File: src/design/frwlt_pkg.sv
`default_nettype none
package frwlt_pkg;

  // table geometry
  localparam int KEY_COUNT   = 1024;
  localparam int QUEUE_DEPTH = 128;
  localparam int KEY_W       = $clog2(KEY_COUNT);
  localparam int QPTR_W      = $clog2(QUEUE_DEPTH);
  localparam int ID_ADDR_W   = KEY_W + QPTR_W;
  localparam int ID_DEPTH    = KEY_COUNT * QUEUE_DEPTH;

  // field widths
  localparam int REQ_W    = 3;
  localparam int TXID_W   = 20;
  localparam int STATUS_W = 3;
  localparam int FILL_W   = 8;
  localparam int RCNT_W   = 8;
  localparam int LIMIT_W  = 8;

  // stream payload widths, padded to whole bytes
  localparam int IN_DATA_W  = 40;
  localparam int OUT_DATA_W = 32;

  localparam logic [LIMIT_W-1:0] LIMIT_RESET = 8'd100;
  localparam logic [RCNT_W-1:0]  RCNT_MAX    = 8'hFF;

  // request codes
  localparam logic [REQ_W-1:0] REQ_ENQ     = 3'd0;
  localparam logic [REQ_W-1:0] REQ_SHARED  = 3'd1;
  localparam logic [REQ_W-1:0] REQ_EXCL    = 3'd2;
  localparam logic [REQ_W-1:0] REQ_UPGRADE = 3'd3;
  localparam logic [REQ_W-1:0] REQ_REL_SH  = 3'd4;
  localparam logic [REQ_W-1:0] REQ_REL_EX  = 3'd5;

  // status codes
  localparam logic [STATUS_W-1:0] ST_OK       = 3'd0;
  localparam logic [STATUS_W-1:0] ST_NOT_HEAD = 3'd1;
  localparam logic [STATUS_W-1:0] ST_CONFLICT = 3'd2;
  localparam logic [STATUS_W-1:0] ST_FULL     = 3'd3;
  localparam logic [STATUS_W-1:0] ST_REL_ERR  = 3'd4;

  // per-key lock and queue record
  typedef struct packed {
    logic [RCNT_W-1:0] rcnt;
    logic              writer;
    logic [QPTR_W-1:0] head;
    logic [QPTR_W-1:0] tail;
    logic [FILL_W-1:0] fill;
  } meta_t;

  // controller to datapath commands
  typedef struct packed {
    logic clr_wr;
    logic accept;
    logic meta_rd;
    logic head_rd;
    logic exec;
    logic nhead_rd;
    logic out_load;
  } ctl_cmd_t;

  // datapath to controller status
  typedef struct packed {
    logic clr_last;
  } dp_stat_t;

endpackage
`default_nettype wire

File: src/design/frwlt_ctrl.sv
`default_nettype none
module frwlt_ctrl (
  input  wire logic               clk,
  input  wire logic               rst_n,
  input  wire logic               in_tvalid,
  output logic                    in_tready,
  output logic                    out_tvalid,
  input  wire logic               out_tready,
  input  wire frwlt_pkg::dp_stat_t stat,
  output frwlt_pkg::ctl_cmd_t     cmd
);
  import frwlt_pkg::*;

  typedef enum logic [2:0] {
    S_CLEAR,
    S_IDLE,
    S_META,
    S_HEAD,
    S_EXEC,
    S_NHEAD,
    S_DONE
  } state_t;

  state_t state_r, state_nxt;
  logic   out_valid_r, out_valid_nxt;
  logic   load;

  assign in_tready  = (state_r == S_IDLE);
  assign out_tvalid = out_valid_r;
  assign load       = (state_r == S_DONE) && (!out_valid_r || out_tready);

  // command decode
  always_comb begin
    cmd          = '0;
    cmd.clr_wr   = (state_r == S_CLEAR);
    cmd.accept   = in_tready && in_tvalid;
    cmd.meta_rd  = (state_r == S_META);
    cmd.head_rd  = (state_r == S_HEAD);
    cmd.exec     = (state_r == S_EXEC);
    cmd.nhead_rd = (state_r == S_NHEAD);
    cmd.out_load = load;
  end

  // sequencing
  always_comb begin
    state_nxt     = state_r;
    out_valid_nxt = out_valid_r;
    if (out_valid_r && out_tready) begin
      out_valid_nxt = 1'b0;
    end
    unique case (state_r)
      S_CLEAR: if (stat.clr_last) state_nxt = S_IDLE;
      S_IDLE:  if (in_tvalid) state_nxt = S_META;
      S_META:  state_nxt = S_HEAD;
      S_HEAD:  state_nxt = S_EXEC;
      S_EXEC:  state_nxt = S_NHEAD;
      S_NHEAD: state_nxt = S_DONE;
      S_DONE: begin
        if (load) begin
          out_valid_nxt = 1'b1;
          state_nxt     = S_IDLE;
        end
      end
      default: state_nxt = S_CLEAR;
    endcase
  end

  // state and registered outputs
  always_ff @(posedge clk) begin
    if (!rst_n) begin
      state_r     <= S_CLEAR;
      out_valid_r <= 1'b0;
    end else begin
      state_r     <= state_nxt;
      out_valid_r <= out_valid_nxt;
    end
  end

endmodule
`default_nettype wire

File: config.mk
export PLATFORM = sky130hd
export DESIGN_NAME = frwlt_ctrl
export DESIGN_NICKNAME = d
export VERILOG_FILES = /design/src/design/frwlt_pkg.sv /design/src/design/frwlt_ctrl.sv
export SDC_FILE = /design/constraint.sdc
export NUM_CORES = 1
export LEC_CHECK = 0
export BUFFER_PORTS_ARGS = -buffer_cell sky130_fd_sc_hd__clkbuf_2
export CAP_MARGIN = 40
export CORE_AREA = 5 5 42 44
export CTS_CLUSTER_DIAMETER = 120
export DETAILED_ROUTE_END_ITERATION = 16
export DIE_AREA = 0 0 47 49
export GPL_TIMING_DRIVEN = 0
export PLACE_DENSITY = 0.47
export RECOVER_POWER = 25
export SYNTH_ARGS = -nofsm -noshare
export SYNTH_HDL_FRONTEND = slang
export SYNTH_SLANG_ARGS = --single-unit
File: constraint.sdc
create_clock -name clk -period 1.29 [get_ports clk]
set_clock_uncertainty 0.05 [all_clocks]
set_input_delay 0.387 -clock clk [delete_from_list [all_inputs] [get_ports clk]]
set_output_delay 0.387 -clock clk [all_outputs]
set_load 0.05 [all_outputs]
==> results of run 1 <==
==> cell type report <==
class | count | area share [%]
buffer | 3 | 5.05
tap | 16 | 2.99
timing repair buffer | 25 | 41.3
multi-input combinational | 26 | 33.3
sequential | 4 | 13.5
clock buffer | 4 | 3.93
==> layer usage <==
metal | GRT usage, % | up-vias | routed length, µm
met5 | 0 | - | 0
met3 | 2.21 | 0 | 70
met2 | 14.5 | 17 | 508
met4 | 5.53 | 0 | 0
met1 | 14.0 | 164 | 390
li1 | - | 172 | -
==> sequential cells by signal, indices dropped and copies added (netlist names) <==
register / count
state_r: 3
out_tvalid: 1
==> synthesized netlist by cell type (all sizes together) <==
cell    count
nor3        1
nand2b      3
a21o        1
and2        1
nand2       2
nand3b      1
a21boi      1
o21a        2
dfxtp       4
nor3b       3
o21ai       2
buf         4
and3b       2
o41ai       1
nor2        3
nor2b       1
a21oi       2
==> power by group <==
group / total (W) / internal [W] / switching (W) / leakage, nW
registers: 0.000138 / 0.000130 / 0.00000793 / 0.0349
logic: 0.000261 / 0.000134 / 0.000127 / 0.255
clock network: 0.000171 / 0.000116 / 0.0000543 / 0.0150
==> cell families after synthesis <==
| family | after synthesis | share of synthesized area [%] |
|---|---|---|
| and+or+nand+nor | 17 | 38.5 |
| AOI/OAI and AO/OA | 9 | 22.2 |
| buffers and inverters | 4 | 12.6 |
| DFF | 4 | 26.8 |
==> worst max-delay path: stages (launching register included) <==
cell       delay, ns
dfxtp_2         0.34
buf_6           0.12
nor3b_4         0.18
and2_4          0.17
clkbuf_16       0.15
==> timing repair <==
| action | 4_1_cts | 5_1_grt |
|---|---|---|
| setup buffers | 13 | 0 |
| pin swaps | 4 | 5 |
| gates cloned | 2 | 0 |
| setup endpoints to repair | 8 | 11 |
| gates resized for setup | 28 | 8 |
==> stage by stage <==
stage	hold WS [ns]	cells	setup slack, ns	cell area (µm²)
after global routing	0.383	78	-0.415	669
after CTS	0.366	82	-0.396	694
after detailed placement	0.518	63	-0.263	427
after floorplan	0.436	34	-0.448	342
final	0.368	78	-0.338	669
after global placement	0.521	63	-0.276	427
==> final timing paths <==
kind                                  from         end  cells past startpoint
worst max-delay path            state_r[0]      cmd[5]                      4
worst min-delay path                 rst_n  state_r[0]                      3
worst max register to register  state_r[2]  state_r[1]                      6
worst min register to register  out_tvalid  out_tvalid                      2
==> run_results.csv, run 1 <==
group,metric,value,unit
run_status,outcome,"finished with violations",
run_status,violations,"negative setup slack",
worst_setup_path,required,0.85,ns
worst_setup_path,r2r_slack,0.06,ns
sta,rsz0062_at_grt,"yes",
worst_setup_path,crit_type,"reg2out",
sta,period_minus_slack,1.63,ns
sta,maxSlewHeadroom,85.0,%
route,antenna_left,0,
synthesis,synth_fp_nets,39,
synthesis,synthDistinctLibCells,21,
pwr,powerDensity,851,mW/mm²
die,coreArea,0.00140,mm²
global_routing,grt_pass1_wl,1690,µm
global_routing,antenna_found_initial,0,
synthesis,syn-instance-count,34,
sta,fin_ws,-0.338,ns
clock_tree,clockBufferDepth,2,
route,vias,353,
route,avgViaCountPerCell,4.53,
synthesis,seq_area_frac_synth,26.8,%
placed_design,hpwlAfterDp,537,µm
clock_tree,numCtsBuffers,3,
finish,fin_nets,68,
finish,multi_input_area,223,µm²
clock_tree,cts_tree,"built",
synthesis,yosys_register_bits,4,
finish,regArea,90.1,µm²
route,dr.pass1.iters,6,
placed_design,io_buffers,13,
synthesis,synth.cell_area,299,µm²
finish,area_delta_synth_final,124,%
die,fp.dieW,47,µm
finish,fillers,144,
synthesis,synth_area_per_cell,8.80,µm²
die,start_util,21.3,%
clock_tree,ctsHoldBuffers,0,
sta,fmax,0.614,GHz
route,routed_wl,970,µm
synthesis,ys_top_cells_by_area,"dfxtp_1 (27%), nor3b_2 (8.4%), buf_6 (7.5%)",
die,die_h,49,µm
hold_path,hp-class,"in2reg",
finish,final_common_cell,"buf_6",
sta,tightest_slew,0.223,ns
finish,final_util,47.8,%
pwr,p_total,0.000570,W
pwr,power.leakage,0.305,nW
global_routing,grt_pass1_vias,374,
route,wire_per_inst,12.4,µm
route,drtIter0Drc,5,
sta,hold_violations,0,
synthesis,yosysWarnings,0,
worst_setup_path,path_max_fanout,5,
sta,tns,-2.22,ns
die,dieArea,0.00230,mm²
clock_tree,clkTransAtPathRegs,0.04,ns
synthesis,synth_top_area_share,26.8,%
synthesis,synth_top_area_cell,"dfxtp_1",
worst_setup_path,worst_setup_path_start_kind,"register",
clock_tree,cts.sinks,4,
clock_tree,h-tree-depth,1,
sta,period_share,126,%
clock_tree,clock_latency,0.24,ns
finish,antenna_cells,0,
die,ios,14,
die,rows,14,
finish,layout-drive-gt1-share,75.8,%
global_routing,grt.total_usage,10.3,%
route,drc,0,
global_routing,globalRouteOverflowTotal,0,
job,drv_cap,0,
worst_setup_path,critPathCaptureType,"primary output",
sta,finalSetupViolations,8,
finish,most-common-layout-cells,"buf_6 (8), buf_4 (5), clkbuf_2 (4)",
worst_setup_path,arrival,1.19,ns
clock_tree,root_buffer,"clkbuf_4",
sta,slew_viol_final,0,
placed_design,routabilityCongestion,0.580,
pwr,peakVddDrop,371,µV
global_routing,grt_max_degree,7,
No activity file was read; power rests on OpenSTA's default activity.
==> run 2, diff against run 1 <==
Settings changed: CELL_PAD_IN_SITES_DETAIL_PLACEMENT set to 0, CELL_PAD_IN_SITES_GLOBAL_PLACEMENT set to 1, PLACE_DENSITY 0.47 to 0.6.
==> run 2 against run 1 <==
  * The flow still finishes with violations (negative setup slack)
  * Final area shrank 1.3%
  * Sequential share of layout area grew 0.18 points
  * Clock-buffer cell count is the same
  * Flip-flop and latch count is the same
  * Global-route usage shrank 1.8 points
  * Non-clock buffer count shrank 4
  * Worst hold slack lost 0.020 ns
  * Critical endpoint unchanged
==> run_results.csv, run 2 (synthesized netlist as in run 1, its figures left out) <==
group,metric,value,unit
global_routing,grt.total_usage,8.44,%
route,vias,319,
placed_design,routabilityCongestion,0.618,
sta,fin_ws,-0.373,ns
global_routing,globalRouteOverflowTotal,0,
finish,final_util,47.1,%
sta,whs,0.348,ns
sta,fmax,0.601,GHz
placed_design,io_buffers,13,
run_status,violations,"negative setup slack",
global_routing,grt_pass1_wl,1420,µm
pwr,power.leakage,0.289,nW
route,avgViaCountPerCell,4.31,
pwr,p_total,0.000581,W
route,drtIter0Drc,1,
pwr,powerDensity,880,mW/mm²
finish,regMostFlops,"state_r",
die,start_util,21.3,%
clock_tree,clkTransAtPathRegs,0.04,ns
route,antenna_left,0,
finish,fin_cells,74,
worst_setup_path,arrival,1.23,ns
clock_tree,h-tree-depth,1,
route,wire_per_inst,11.3,µm
die,ios,14,
route,routed_wl,834,µm
die,fp.dieW,47,µm
sta,finalSetupViolations,10,
clock_tree,cts.sinks,4,
finish,antenna_cells,0,
finish,fin_nets,64,
finish,largest_reg_flops,3,
worst_setup_path,worstPathCellList,"buf_6 > nor3b_4 > and2_4 > clkbuf_16",
run_status,outcome,"finished with violations",
sta,tightest_slew,0.329,ns
sta,slew_viol_final,0,
placed_design,hpwlAfterDp,516,µm
clock_tree,clockBufferDepth,2,
die,dieArea,0.00230,mm²
sta,period_share,129,%
global_routing,antenna_found_initial,0,
placed_design,dp_cells,63,
route,drc,0,
finish,area_delta_synth_final,121,%
worst_setup_path,r2r_slack,-0.02,ns
sta,period_minus_slack,1.66,ns
worst_setup_path,critPathCaptureType,"primary output",
clock_tree,root_buffer,"clkbuf_4",
clock_tree,clock_latency,0.24,ns
worst_setup_path,cpPeakStageDelay,0.34,ns
clock_tree,numCtsBuffers,3,
worst_setup_path,crit_type,"reg2out",
route,dr.pass1.iters,4,
global_routing,grt_pass1_vias,327,
worst_setup_path,path_max_fanout,5,
sta,maxSlewHeadroom,78.1,%
hold_path,hp-class,"in2reg",
job,drv_cap,0,
clock_tree,cts_tree,"built",
worst_setup_path,worst_setup_path_start_kind,"register",
pwr,peakVddDrop,427,µV
global_routing,grt_max_degree,9,
sta,hold_violations,0,
finish,layout-drive-gt1-share,70.7,%
sta,tns,-2.48,ns
die,rows,14,
clock_tree,ctsHoldBuffers,0,
sta,rsz0062_at_grt,"yes",
die,coreArea,0.00140,mm²
worst_setup_path,critPathSlowestCell,"dfxtp_2",
worst_setup_path,required,0.85,ns
die,die_h,49,µm
-- run 2: area by class of cell --
class                           instances  area (µm²)
Buffer                                  3        37.5
Tap cell                               16        20.0
Fill cell                             146         741
Timing Repair Buffer                   21         263
Clock buffer                            4        26.3
Multi-Input combinational cell         26         224
Sequential cell                         4        90.1
-- run 2: final timing paths --
| path | startpoint | end | cells past startpoint |
|---|---|---|---|
| min reg2reg | out_tvalid | out_tvalid | 2 |
| max | state_r[0] | cmd[5] | 4 |
| max reg2reg | state_r[2] | state_r[1] | 5 |
| min | rst_n | state_r[0] | 3 |
-- run 2: power breakdown --
part           leakage, nW  total, W  internal (W)  switching (W)
clock               0.0150  0.000176      0.000117      0.0000593
sequential          0.0349  0.000138      0.000130     0.00000759
combinational        0.239  0.000268      0.000140       0.000128
-- run 2: critical path, delay by kind of cell (launching register included) --
family,cells,cell delay (ns)
and+or+nand+nor,2,0.36
DFF,1,0.34
buffers and inverters,2,0.27
-- run 2: what timing repair did --
item,in CTS,in global routing
pin swaps,4,3
gates cloned,0,0
gates resized for setup,24,9
setup endpoints to repair,8,10
setup buffers,5,3
-- run 2: per-stage QoR --
stage | cell area [µm²] | worst slack [ns]
final | 661 | -0.373
after global routing | 661 | -0.414
after CTS | 617 | -0.433
after detailed placement | 427 | -0.270
after global placement | 427 | -0.283
after floorplan | 342 | -0.448
-- run 2: routing by layer --
| metal | wire, µm | vias up | share of wire (%) | track usage (%) |
|---|---|---|---|---|
| met5 | 0 | - | 0 | 0 |
| met4 | 0 | 0 | 0 | 4.15 |
| met3 | 46 | 0 | 5.5 | 3.32 |
| met2 | 432 | 10 | 52 | 12.7 |
| met1 | 355 | 145 | 43 | 10.1 |
| li1 | - | 164 | - | - |
==> run 3, diff against run 2 <==
Settings changed: PLACE_DENSITY 0.6 to 0.7.
==> run 3 against run 2 <==
  * The run still ends with negative setup slack left
  * Clock-buffer cell count unchanged
  * Setup slack improved by 0.016 ns
  * Final cell count rose by 4.1%
  * Wire length up 31%
  * Fmax rose by 0.99%
  * Global-route usage is 3.0 points higher
  * First-iteration DRC count grew 100%
  * Critical endpoint unchanged
  * Largest power group unchanged
==> run_results.csv, run 3 (synthesized netlist as in run 1, its figures left out) <==
group,metric,value,unit
die,die_h,49,µm
worst_setup_path,critPathCaptureType,"primary output",
sta,slew_viol_final,0,
global_routing,met1_usage,13.2,%
finish,fin_cells,77,
sta,tightest_slew,0.272,ns
die,fp.dieW,47,µm
sta,finalSetupViolations,8,
placed_design,routabilityCongestion,0.720,
worst_setup_path,required,0.85,ns
route,drc,0,
route,vias,346,
sta,fmax,0.607,GHz
global_routing,globalRouteOverflowTotal,0,
worst_setup_path,cpPeakStageDelay,0.33,ns
clock_tree,clock_latency,0.25,ns
route,wire_per_inst,14.2,µm
global_routing,grt_pass1_wl,1830,µm
finish,area_delta_synth_final,118,%
finish,regMostFlops,"state_r",
global_routing,met2_usage,18.1,%
finish,stdcell_area,653,µm²
sta,fin_ws,-0.356,ns
sta,period_share,128,%
finish,largest_reg_flops,3,
placed_design,io_buffers,13,
global_routing,use_met3,7.01,%
sta,hold_violations,0,
clock_tree,ctsHoldBuffers,0,
finish,fin_nets,67,
die,coreArea,0.00140,mm²
pwr,peakVddDrop,714,µV
finish,most-common-layout-cells,"buf_4 (8), buf_8 (5), clkbuf_4 (5)",
run_status,violations,"negative setup slack",
global_routing,grt.total_usage,11.4,%
die,start_util,21.3,%
clock_tree,cts_tree,"built",
worst_setup_path,crit_type,"reg2out",
clock_tree,root_buffer,"clkbuf_4",
placed_design,dp_cells,63,
finish,layout-drive-gt1-share,73.8,%
placed_design,place_area,427,µm²
finish,antenna_cells,0,
global_routing,antenna_found_initial,0,
worst_setup_path,path_buf_inv,2,
global_routing,grt_pass1_vias,403,
global_routing,grt-busiest-layer,"met2",
job,drv_cap,0,
clock_tree,numCtsBuffers,3,
route,dr.pass1.iters,4,
placed_design,hpwlAfterDp,522,µm
worst_setup_path,path_delay_family,"simple AND/OR/NAND/NOR gates",
finish,final_common_cell,"buf_4",
worst_setup_path,arrival,1.21,ns
global_routing,grt_max_degree,9,
worst_setup_path,path_max_fanout,5,
pwr,powerDensity,903,mW/mm²
pwr,power.leakage,0.302,nW
worst_setup_path,worst_setup_path_start_kind,"register",
clock_tree,clkTransAtPathRegs,0.05,ns
sta,maxSlewHeadroom,81.7,%
route,antenna_left,0,
sta,rsz0062_at_grt,"yes",
run_status,outcome,"finished with violations",
clock_tree,clockBufferDepth,2,
die,rows,14,
clock_tree,cts.sinks,4,
route,drtIter0Drc,2,
clock_tree,h-tree-depth,1,
worst_setup_path,worstPathCellList,"buf_6 > nor3b_4 > and2_4 > clkbuf_16",
sta,period_minus_slack,1.65,ns
die,ios,14,
hold_path,hp-class,"in2reg",
route,routed_wl,1090,µm
route,avgViaCountPerCell,4.49,
worst_setup_path,critPathSlowestCell,"dfxtp_2",
die,dieArea,0.00230,mm²
finish,fillers,150,
run 3: cell types whose count changed in the layout (fill, tap and decap cells not counted):
cell,delta
buf_8,+1
nor2_4,-1
clkbuf_1,-1
clkbuf_16,-1
buf_12,-1
buf_2,+1
nor2_2,+1
clkbuf_4,+1
buf_4,+4
buf_6,-1
run 3: path summary, 6_finish.rpt:
kind                   start          to  slack [ns]  cells past startpoint
hold / removal         rst_n  state_r[1]        0.37                      2
hold reg to reg   out_tvalid  out_tvalid        0.53                      2
setup reg to reg  state_r[1]  state_r[0]        0.06                      4
setup / recovery  state_r[0]      cmd[5]       -0.36                      4
run 3: what timing repair did:
item	4_1_cts	5_1_grt
resized for setup	23	7
hold endpoints to repair	0	0
setup endpoints to repair	9	8
cloned	2	0
buffers inserted	8	2
pin swaps	3	3
run 3: cell type report:
cell class / count / area, µm² / area share (%)
plain buffers: 3 / 37.5 / 5.75
flip-flops and latches: 4 / 90.1 / 13.8
well taps: 16 / 20.0 / 3.07
multi-input cells: 26 / 219 / 33.5
clock buffers: 4 / 26.3 / 4.02
repair buffers: 24 / 260 / 39.8
run 3: metrics by stage:
stage | util (%) | total power (W) | worst slack [ns] | TNS [ns] | hold WS [ns]
2_1_floorplan | - | 0.000280 | -0.448 | -1.12 | 0.436
3_3_place_gp | 30.4 | 0.000313 | -0.278 | -0.966 | 0.510
3_5_place_dp | 30.4 | 0.000314 | -0.277 | -0.963 | 0.509
4_1_cts | 45.4 | 0.000576 | -0.400 | -2.45 | 0.357
5_1_grt | 46.6 | 0.000632 | -0.418 | -2.70 | 0.372
6_report | 46.6 | 0.000590 | -0.356 | -2.26 | 0.371
run 3: where the power goes:
part,switching (W),leakage (nW),internal (W)
Sequential,0.00000776,0.0349,0.000130
Clock,0.0000631,0.0150,0.000117
Combinational,0.000132,0.252,0.000140
Total,0.000203,0.302,0.000386
run 3: per-layer routing:
layer | up-vias | wire length [µm]
li1 | 172 | -
met5 | - | 0
met3 | 2 | 60
met4 | 0 | 5
met2 | 13 | 563
met1 | 159 | 462
